## src/hdl/spq_pkg.sv

```systemverilog
package spq_pkg;

   localparam int DEPTH_DEF     = 16;
   localparam int ITEM_BITS_DEF = 32;
   localparam int PRIO_BITS_DEF = 16;

   localparam int CMD_BITS    = 2;
   localparam int RANK_BITS   = 4;
   localparam int STATUS_BITS = 2;

   typedef enum logic [CMD_BITS-1:0] {
      OP_INSERT = 2'd0,
      OP_DELETE = 2'd1,
      OP_READ   = 2'd2,
      OP_NOP    = 2'd3
   } op_type;

   typedef enum logic [STATUS_BITS-1:0] {
      ST_OK       = 2'd0,
      ST_FULL     = 2'd1,
      ST_NOTFOUND = 2'd2,
      ST_EMPTY    = 2'd3
   } status_type;

   typedef enum logic [1:0] {
      FSM_IDLE,
      FSM_COMPARE,
      FSM_COMMIT
   } fsm_type;

   typedef struct packed {
      logic load;
      logic compare;
      logic commit;
   } ctrl_type;

endpackage

```

## src/hdl/spq_req_if.sv

```systemverilog
interface spq_req_if
   import spq_pkg::*;
#(
   parameter int ITEM_BITS = ITEM_BITS_DEF,
   parameter int PRIO_BITS = PRIO_BITS_DEF
);
   logic                        valid;
   logic                        ready;
   logic [CMD_BITS-1:0]         cmd;
   logic [ITEM_BITS-1:0]        item_key;
   logic signed [PRIO_BITS-1:0] prio_in;
   logic [RANK_BITS-1:0]        rank;

   modport source (output valid, cmd, item_key, prio_in, rank, input ready);
   modport sink   (input valid, cmd, item_key, prio_in, rank, output ready);
endinterface

```

## src/hdl/spq_rsp_if.sv

```systemverilog
interface spq_rsp_if
   import spq_pkg::*;
#(
   parameter int ITEM_BITS  = ITEM_BITS_DEF,
   parameter int PRIO_BITS  = PRIO_BITS_DEF,
   parameter int COUNT_BITS = $clog2(DEPTH_DEF + 1)
);
   logic                        valid;
   logic                        ready;
   logic [STATUS_BITS-1:0]      status;
   logic [ITEM_BITS-1:0]        read_item;
   logic signed [PRIO_BITS-1:0] read_prio;
   logic [COUNT_BITS-1:0]       entry_count;

   modport source (output valid, status, read_item, read_prio, entry_count, input ready);
   modport sink   (input valid, status, read_item, read_prio, entry_count, output ready);
endinterface

```

## src/hdl/spq_ctrl.sv

```systemverilog
module spq_ctrl
   import spq_pkg::*;
(
   input  logic     clock,
   input  logic     reset,
   input  logic     req_valid,
   output logic     req_ready,
   output logic     rsp_valid,
   input  logic     rsp_ready,
   output ctrl_type ctrl
);

   fsm_type state_ff, state_in;
   logic    rsp_valid_ff, rsp_valid_in;
   logic    slot_free;

   assign slot_free = !rsp_valid_ff || rsp_ready;

   always_ff @(posedge clock) begin
      if (reset) begin
         state_ff     <= FSM_IDLE;
         rsp_valid_ff <= 1'b0;
      end else begin
         state_ff     <= state_in;
         rsp_valid_ff <= rsp_valid_in;
      end
   end

   always_comb begin
      state_in     = state_ff;
      ctrl         = '0;
      req_ready    = 1'b0;
      rsp_valid_in = rsp_valid_ff && !rsp_ready;
      case (state_ff)
         FSM_IDLE: begin
            req_ready = 1'b1;
            if (req_valid) begin
               ctrl.load = 1'b1;
               state_in  = FSM_COMPARE;
            end
         end
         FSM_COMPARE: begin
            ctrl.compare = 1'b1;
            state_in     = FSM_COMMIT;
         end
         FSM_COMMIT: begin
            // hold until the previous beat has left the output register
            if (slot_free) begin
               ctrl.commit  = 1'b1;
               rsp_valid_in = 1'b1;
               state_in     = FSM_IDLE;
            end
         end
         default: state_in = FSM_IDLE;
      endcase
   end

   assign rsp_valid = rsp_valid_ff;

   a_commit_free: assert property (@(posedge clock) disable iff (reset)
      ctrl.commit |-> (!rsp_valid_ff || rsp_ready))
      else $error("commit while output register occupied");

   a_rsp_from_commit: assert property (@(posedge clock) disable iff (reset)
      $rose(rsp_valid_ff) |-> $past(state_ff == FSM_COMMIT))
      else $error("response raised without a commit");

   a_accept_compare: assert property (@(posedge clock) disable iff (reset)
      (req_valid && req_ready) |=> (state_ff == FSM_COMPARE))
      else $error("accepted beat did not enter compare");

   a_compare_commit: assert property (@(posedge clock) disable iff (reset)
      (state_ff == FSM_COMPARE) |=> (state_ff == FSM_COMMIT))
      else $error("compare not followed by commit");

endmodule

```

## src/hdl/spq_datapath.sv

```systemverilog
module spq_datapath
   import spq_pkg::*;
#(
   parameter int DEPTH      = DEPTH_DEF,
   parameter int ITEM_BITS  = ITEM_BITS_DEF,
   parameter int PRIO_BITS  = PRIO_BITS_DEF,
   parameter int COUNT_BITS = $clog2(DEPTH + 1)
)(
   input  logic                        clock,
   input  logic                        reset,
   input  ctrl_type                    ctrl,
   input  logic [CMD_BITS-1:0]         req_cmd,
   input  logic [ITEM_BITS-1:0]        req_item_key,
   input  logic signed [PRIO_BITS-1:0] req_prio_in,
   input  logic [RANK_BITS-1:0]        req_rank,
   output logic [STATUS_BITS-1:0]      rsp_status,
   output logic [ITEM_BITS-1:0]        rsp_read_item,
   output logic signed [PRIO_BITS-1:0] rsp_read_prio,
   output logic [COUNT_BITS-1:0]       rsp_entry_count
);

   localparam int IDX_BITS = $clog2(DEPTH);
   localparam int LVL      = $clog2(DEPTH);
   localparam int RW       = (IDX_BITS > RANK_BITS) ? IDX_BITS : RANK_BITS;
   localparam int MW       = ((RW > COUNT_BITS) ? RW : COUNT_BITS) + 1;

   op_type                      cmd_ff;
   logic [ITEM_BITS-1:0]        key_ff;
   logic signed [PRIO_BITS-1:0] prio_ff;
   logic [RANK_BITS-1:0]        rank_ff;

   logic [ITEM_BITS-1:0]        cell_item_ff [DEPTH];
   logic signed [PRIO_BITS-1:0] cell_prio_ff [DEPTH];
   logic [ITEM_BITS-1:0]        cell_item_in [DEPTH];
   logic signed [PRIO_BITS-1:0] cell_prio_in [DEPTH];

   logic [DEPTH-1:0]            flag_ff, flag_in;
   logic [DEPTH-1:0]            pfx [LVL+1];

   logic [COUNT_BITS-1:0]       count_ff, count_in;
   logic [STATUS_BITS-1:0]      status_ff, status_in;
   logic [ITEM_BITS-1:0]        read_item_ff, read_item_in;
   logic signed [PRIO_BITS-1:0] read_prio_ff, read_prio_in;

   logic                        full, found, rank_hit;
   logic [MW-1:0]               rank_ext;
   logic [IDX_BITS-1:0]         rank_idx;

   // command capture
   always_ff @(posedge clock) begin
      if (ctrl.load) begin
         cmd_ff  <= op_type'(req_cmd);
         key_ff  <= req_item_key;
         prio_ff <= req_prio_in;
         rank_ff <= req_rank;
      end
   end

   // per-cell compare: priority order for insert, key match for delete
   for (genvar i = 0; i < DEPTH; i++) begin : g_cmp
      localparam logic [COUNT_BITS-1:0] POS = COUNT_BITS'(i);
      always_comb begin
         if (cmd_ff == OP_INSERT)
            flag_in[i] = (POS < count_ff) && (cell_prio_ff[i] <= prio_ff);
         else
            flag_in[i] = (POS < count_ff) && (cell_item_ff[i] == key_ff);
      end
   end

   always_ff @(posedge clock) begin
      if (ctrl.compare) flag_ff <= flag_in;
   end

   // inclusive prefix OR of the match flags, log-depth
   assign pfx[0] = flag_ff;
   for (genvar l = 0; l < LVL; l++) begin : g_lvl
      for (genvar i = 0; i < DEPTH; i++) begin : g_bit
         if (i >= (1 << l)) begin : g_or
            assign pfx[l+1][i] = pfx[l][i] | pfx[l][i-(1<<l)];
         end else begin : g_pass
            assign pfx[l+1][i] = pfx[l][i];
         end
      end
   end

   assign full  = (count_ff == COUNT_BITS'(DEPTH));
   assign found = pfx[LVL][DEPTH-1];

   // cell next values: shift up behind the insert point, down over the deleted one
   for (genvar i = 0; i < DEPTH; i++) begin : g_cell
      logic open_here;
      logic [ITEM_BITS-1:0]        up_item, dn_item;
      logic signed [PRIO_BITS-1:0] up_prio, dn_prio;
      if (i == 0) begin : g_first
         assign open_here = 1'b1;
         assign up_item   = cell_item_ff[i];
         assign up_prio   = cell_prio_ff[i];
      end else begin : g_rest
         assign open_here = flag_ff[i-1];
         assign up_item   = cell_item_ff[i-1];
         assign up_prio   = cell_prio_ff[i-1];
      end
      if (i == DEPTH - 1) begin : g_last
         assign dn_item = cell_item_ff[i];
         assign dn_prio = cell_prio_ff[i];
      end else begin : g_mid
         assign dn_item = cell_item_ff[i+1];
         assign dn_prio = cell_prio_ff[i+1];
      end
      always_comb begin
         cell_item_in[i] = cell_item_ff[i];
         cell_prio_in[i] = cell_prio_ff[i];
         case (cmd_ff)
            OP_INSERT: begin
               if (!full && !flag_ff[i]) begin
                  if (open_here) begin
                     cell_item_in[i] = key_ff;
                     cell_prio_in[i] = prio_ff;
                  end else begin
                     cell_item_in[i] = up_item;
                     cell_prio_in[i] = up_prio;
                  end
               end
            end
            OP_DELETE: begin
               if (pfx[LVL][i]) begin
                  cell_item_in[i] = dn_item;
                  cell_prio_in[i] = dn_prio;
               end
            end
            default: ;
         endcase
      end
      always_ff @(posedge clock) begin
         if (ctrl.commit) begin
            cell_item_ff[i] <= cell_item_in[i];
            cell_prio_ff[i] <= cell_prio_in[i];
         end
      end
   end

   assign rank_ext = MW'(rank_ff);
   assign rank_hit = rank_ext < MW'(count_ff);
   assign rank_idx = rank_ext[IDX_BITS-1:0];

   always_comb begin
      count_in     = count_ff;
      status_in    = ST_OK;
      read_item_in = '0;
      read_prio_in = '0;
      case (cmd_ff)
         OP_INSERT: begin
            if (full) status_in = ST_FULL;
            else      count_in  = count_ff + COUNT_BITS'(1);
         end
         OP_DELETE: begin
            if (found) count_in  = count_ff - COUNT_BITS'(1);
            else       status_in = ST_NOTFOUND;
         end
         OP_READ: begin
            if (rank_hit) begin
               read_item_in = cell_item_ff[rank_idx];
               read_prio_in = cell_prio_ff[rank_idx];
            end else begin
               status_in = ST_EMPTY;
            end
         end
         default: ;
      endcase
   end

   always_ff @(posedge clock) begin
      if (reset) begin
         count_ff <= '0;
      end else if (ctrl.commit) begin
         count_ff <= count_in;
      end
   end

   always_ff @(posedge clock) begin
      if (ctrl.commit) begin
         status_ff    <= status_in;
         read_item_ff <= read_item_in;
         read_prio_ff <= read_prio_in;
      end
   end

   assign rsp_status      = status_ff;
   assign rsp_read_item   = read_item_ff;
   assign rsp_read_prio   = read_prio_ff;
   // count moves only on commit, and commit waits for the output slot
   assign rsp_entry_count = count_ff;

endmodule

```

## src/hdl/sorted_priority_queue_unit.sv

```systemverilog
// channel  | dir | handshake    | payload
// req_ch   | in  | valid/ready  | cmd, item_key, prio_in, rank
// rsp_ch   | out | valid/ready  | status, read_item, read_prio, entry_count
//
// Each command passes through accept, a parallel compare across all cells,
// then a commit that shifts the cell row and loads the output register.
// A new command is accepted only once the previous one has committed.
// Reset empties the queue; cell contents are not cleared.
// A stalled response holds the commit of the following command, not its accept.
module sorted_priority_queue_unit
   import spq_pkg::*;
#(
   parameter int DEPTH     = DEPTH_DEF,
   parameter int ITEM_BITS = ITEM_BITS_DEF,
   parameter int PRIO_BITS = PRIO_BITS_DEF
)(
   input  logic       clock,
   input  logic       reset,
   spq_req_if.sink    req_ch,
   spq_rsp_if.source  rsp_ch
);

   localparam int COUNT_BITS = $clog2(DEPTH + 1);

   ctrl_type ctrl;

   spq_ctrl u_ctrl (
      .clock     (clock),
      .reset     (reset),
      .req_valid (req_ch.valid),
      .req_ready (req_ch.ready),
      .rsp_valid (rsp_ch.valid),
      .rsp_ready (rsp_ch.ready),
      .ctrl      (ctrl)
   );

   spq_datapath #(
      .DEPTH      (DEPTH),
      .ITEM_BITS  (ITEM_BITS),
      .PRIO_BITS  (PRIO_BITS),
      .COUNT_BITS (COUNT_BITS)
   ) u_datapath (
      .clock           (clock),
      .reset           (reset),
      .ctrl            (ctrl),
      .req_cmd         (req_ch.cmd),
      .req_item_key    (req_ch.item_key),
      .req_prio_in     (req_ch.prio_in),
      .req_rank        (req_ch.rank),
      .rsp_status      (rsp_ch.status),
      .rsp_read_item   (rsp_ch.read_item),
      .rsp_read_prio   (rsp_ch.read_prio),
      .rsp_entry_count (rsp_ch.entry_count)
   );

endmodule

```

## src/flat_wrapper.sv

```systemverilog
// flat-port wrapper written by rule: the top's interface ports become plain ports
module sorted_priority_queue_unit_flat import spq_pkg::*;
#(
   parameter int DEPTH     = DEPTH_DEF,
   parameter int ITEM_BITS = ITEM_BITS_DEF,
   parameter int PRIO_BITS = PRIO_BITS_DEF
)
  (clock, reset, req_ch_valid, req_ch_cmd, req_ch_item_key, req_ch_prio_in, req_ch_rank, req_ch_ready, rsp_ch_valid, rsp_ch_status, rsp_ch_read_item, rsp_ch_read_prio, rsp_ch_entry_count, rsp_ch_ready);
  spq_req_if #(.ITEM_BITS(ITEM_BITS), .PRIO_BITS(PRIO_BITS)) req_ch_i ();
  spq_rsp_if #(.ITEM_BITS(ITEM_BITS), .PRIO_BITS(PRIO_BITS)) rsp_ch_i ();
  input  logic clock;
  input  logic reset;
  input wire logic [$bits(req_ch_i.valid)-1:0] req_ch_valid;
  input wire logic [$bits(req_ch_i.cmd)-1:0] req_ch_cmd;
  input wire logic [$bits(req_ch_i.item_key)-1:0] req_ch_item_key;
  input wire logic [$bits(req_ch_i.prio_in)-1:0] req_ch_prio_in;
  input wire logic [$bits(req_ch_i.rank)-1:0] req_ch_rank;
  output wire logic [$bits(req_ch_i.ready)-1:0] req_ch_ready;
  output wire logic [$bits(rsp_ch_i.valid)-1:0] rsp_ch_valid;
  output wire logic [$bits(rsp_ch_i.status)-1:0] rsp_ch_status;
  output wire logic [$bits(rsp_ch_i.read_item)-1:0] rsp_ch_read_item;
  output wire logic [$bits(rsp_ch_i.read_prio)-1:0] rsp_ch_read_prio;
  output wire logic [$bits(rsp_ch_i.entry_count)-1:0] rsp_ch_entry_count;
  input wire logic [$bits(rsp_ch_i.ready)-1:0] rsp_ch_ready;
  assign req_ch_i.valid = req_ch_valid;
  assign req_ch_i.cmd = req_ch_cmd;
  assign req_ch_i.item_key = req_ch_item_key;
  assign req_ch_i.prio_in = req_ch_prio_in;
  assign req_ch_i.rank = req_ch_rank;
  assign req_ch_ready = req_ch_i.ready;
  assign rsp_ch_valid = rsp_ch_i.valid;
  assign rsp_ch_status = rsp_ch_i.status;
  assign rsp_ch_read_item = rsp_ch_i.read_item;
  assign rsp_ch_read_prio = rsp_ch_i.read_prio;
  assign rsp_ch_entry_count = rsp_ch_i.entry_count;
  assign rsp_ch_i.ready = rsp_ch_ready;
  sorted_priority_queue_unit #(.DEPTH(DEPTH), .ITEM_BITS(ITEM_BITS), .PRIO_BITS(PRIO_BITS)) u_core (.clock(clock), .reset(reset), .req_ch(req_ch_i), .rsp_ch(rsp_ch_i));
endmodule
```

## config.mk

```make
export PLATFORM = sky130hd
export DESIGN_NAME = sorted_priority_queue_unit_flat
export DESIGN_NICKNAME = d
export VERILOG_FILES = /design/src/hdl/spq_pkg.sv /design/src/hdl/spq_req_if.sv /design/src/hdl/spq_rsp_if.sv /design/src/hdl/spq_ctrl.sv /design/src/hdl/spq_datapath.sv /design/src/hdl/sorted_priority_queue_unit.sv /design/src/flat_wrapper.sv
export SDC_FILE = /design/constraint.sdc
export NUM_CORES = 2
export LEC_CHECK = 0
export ABC_AREA = 1
export BUFFER_PORTS_ARGS = -buffer_cell sky130_fd_sc_hd__buf_4
export CAP_MARGIN = 20
export CORE_ASPECT_RATIO = 0.9
export CORE_MARGIN = 2
export CORE_UTILIZATION = 50
export CTS_BUF_LIST = sky130_fd_sc_hd__clkbuf_8
export DETAILED_ROUTE_END_ITERATION = 6
export MAX_ROUTING_LAYER = met4
export PLACE_DENSITY = 0.66
export SLEW_MARGIN = 30
export SYNTH_ARGS = -nofsm -noshare
export SYNTH_HDL_FRONTEND = slang
export SYNTH_HIERARCHICAL = 1
export SYNTH_SLANG_ARGS = --single-unit
```

## constraint.sdc

```tcl
create_clock -name clock -period 12 [get_ports clock]
set_input_delay 0 -clock clock [delete_from_list [all_inputs] [get_ports clock]]
set_output_delay 0 -clock clock [all_outputs]
set_load 0.02 [all_outputs]
```

==> flow_summary.toml <==
[logic_synthesis]
synth_area_leader_cell = "edfxtp_1"
synth_top_area_share_pct = 42.5
post_synth.cell_area_avg_um2 = 7.66
async_reset_ff_share_pct = 0
synth_nets = 8502
synth_cells = 8182
synth_edf_count = 888
synth_area_um2 = 62700
ys_seq_area_share_pct = 42.8
synth_cell_type_count = 41
yosysWarnings = 6
synth-main-ff-cell = "edfxtp_1"
synth-seq-cells = 896
synthTopCellsByArea = "edfxtp_1 43%, a21oi_1 11%, nand2_1 11%, o21ai_0 9.0%, ha_1 5.2%"

[floorplan]
fp.dieH_um = 340
core-area_um2 = 125000
num_rows = 123
die_x_um = 377
dieArea_um2 = 128000
initial_core_util_pct = 50.3
ios = 115

[route]
first_pass_iters = 7
wl_per_cell_um = 21.6
wl_mm = 212
vias = 58810
viasPerCell = 5.99
route.detailed.drc = 0
antenna_left = 0
drt_iter0_drc = 8531

[sta]
finalClockSkew_ps = 37.6
setup_viol = 0
tightest_slew_ps = 1030
slew_headroom_pct = 31.6
min_period_over_period_pct = 43.4
timing.final.crit_period_ps = 5200
whs_ps = 334
rsz0062_at_grt = "no"
setup_tns_ps = 0
fmax_mhz = 192
hold_viol = 0
drv_slew = 0

[pwr]
p_leak_nw = 27.2
power_density_nw_per_um2 = 114
ir_drop_v = 0.0000830

[grt]
antenna_found_initial = 3
grt_start_max_net_pins = 213
grt_usage_pct = 33.2
grt_pass1_wl_mm = 321
overflow = 0
grt_pass1_vias = 52696

[cts]
cts.reportedPaths.clkPinSlew_ps = 60
cts.sinks = 896
cts_buffers = 165
post_cts_resized = 0
cts_setup_buffers = 0
root_buffer = "clkbuf_8"
worstSkewPairLatency_ps = 920
cts.path.max_buffers = 3
cts_tree = "yes"
cts_hold_buf = 115
h-tree-depth = 4

[worst_setup_path]
critPathMaxStageDelay_ps = 850
path_class = "flop to flop"
slowest_stage = "buf_4"
cp-start-kind = "flop"
cp_common_cell = "buf_4"
crit_arrival_ps = 5810
endpoint_kind = "flop"
path_max_fanout = 100
crit_chain = "inv_2, nor2_4, buf_4, buf_4, buf_4, buf_6, buf_6, o21ai_0"
cp.required_ps = 12610
reg2reg_from = "u_core/u_datapath/cmd_ff[0]"
path_delay_family = "buffers and inverters"
cp_num_buf_inv = 6
crit_path_start = "u_core/u_datapath/cmd_ff[0]"

[job]
cap_violations = 0

[layout]
synthToLayoutAreaGrowth_pct = 8.92
drive_gt1_share_pct = 6.00
layout_commonest_cell = "nand2_1"
fin_area_um2 = 68300
layout.nets = 8382
final_cell_mix = "1,856 x nand2_1, 1,406 x a21oi_1, 1,122 x o21ai_0, 888 x edfxtp_1, 722 x inv_1"

[place]
gp_congestion = 0.925
detailed_place.area_um2 = 64000
dpl.hpwl_mm = 135
numPortBuffers = 114

[hold_path]
hold_class = "input port to flop"
min_from = "req_ch_item_key[29]"

[status]
status = "finished, final reports clean"
-- per-layer routing --
metal  vias up  global-route usage (%)  wire, um  part of all wire, %
met1     27124                    48.0     90300                   43
li1      27816                       -         -                    -
met2      3504                    45.7     88200                   42
met4         0                    10.4      6260                  3.0
met5         -                       -         0                    0
met3       366                    7.73     26800                   13
-- power by group --
part	total [mW]	switching, mW	leakage [nW]	internal, mW
Sequential	3.62	0.0784	8.14	3.54
Clock	2.85	1.41	1.72	1.44
Combinational	1.31	0.883	17.3	0.424
Total	7.78	2.37	27.2	5.41
-- cells by family after synthesis --
group	share of synthesized area (%)
AO/OA/AOI/OAI	23.6
AND/OR/NAND/NOR	16.0
buffers and inverters	8.53
flip-flops	42.8
XOR/XNOR	3.73
adder cells (fa/ha/maj)	5.23
multiplexers	0.144
-- final cells by class --
type	count	area, um^2
diodes	4	10.0
clock buffers	181	2490
clock inverters	113	562
fillers	11655	56400
inverters	708	2690
multi-input cells	5952	30700
flip-flops and latches	896	26800
well taps	1625	2030
repair buffers	339	2960
-- per-stage QoR --
step	worst slack [ps]	power [mW]	instances	util, %
6_report	6800	7.78	9818	54.8
4_1_cts	6520	7.79	9809	54.7
5_1_grt	6560	8.11	9818	54.8
2_1_floorplan	2870	4.57	8182	-
3_5_place_dp	6500	4.92	9400	51.3
3_3_place_gp	6590	4.89	9398	51.3
-- flip-flops by register name (all words and copies together) (netlist names) --
signal,cells
u_core/u_datapath/key_ff,32
u_core/u_datapath/cmd_ff,2
u_core/u_ctrl/rsp_valid,1
u_core/u_datapath/cell_prio_ff,256
u_core/u_datapath/flag_ff,16
u_core/u_datapath/rsp_status,2
u_core/u_datapath/rsp_read_item,32
u_core/u_datapath/rank_ff,4
u_core/u_datapath/prio_ff,16
u_core/u_ctrl/state_ff,2
u_core/u_datapath/rsp_entry_count,5
u_core/u_datapath/cell_item_ff,512
u_core/u_datapath/rsp_read_prio,16
-- final timing paths --
| check | slack [ps] | cells past startpoint | to |
|---|---|---|---|
| worst max-delay path | 6800 | 8 | u_core/u_datapath/cell_item_ff[6][8] |
| worst min-delay path | 330 | 3 | u_core/u_datapath/key_ff[29] |
| worst max register to register | 6800 | 8 | u_core/u_datapath/cell_item_ff[6][8] |
| worst min register to register | 550 | 2 | u_core/u_datapath/cell_prio_ff[15][1] |
-- worst reg2reg max path, stage by stage, from the launching register on --
cell	delay, ps
edfxtp_1	510
inv_2	100
nor2_4	110
buf_4	690
buf_4	870
buf_4	890
buf_6	740
buf_6	730
o21ai_0	280
-- cell usage after synthesis, types with 13 or more instances --
cell / instances
buf_1: 58
o21ai_1: 178
inv_1: 684
o211ai_1: 74
buf_4: 13
ha_1: 262
edfxtp_1: 888
nand3_1: 95
o22ai_1: 65
buf_2: 207
nand4_1: 133
o21ai_0: 1122
a21oi_1: 1410
nor2_1: 419
clkbuf_1: 344
xnor2_1: 265
nand2_1: 1856
Power figures use the tool's default switching activity.
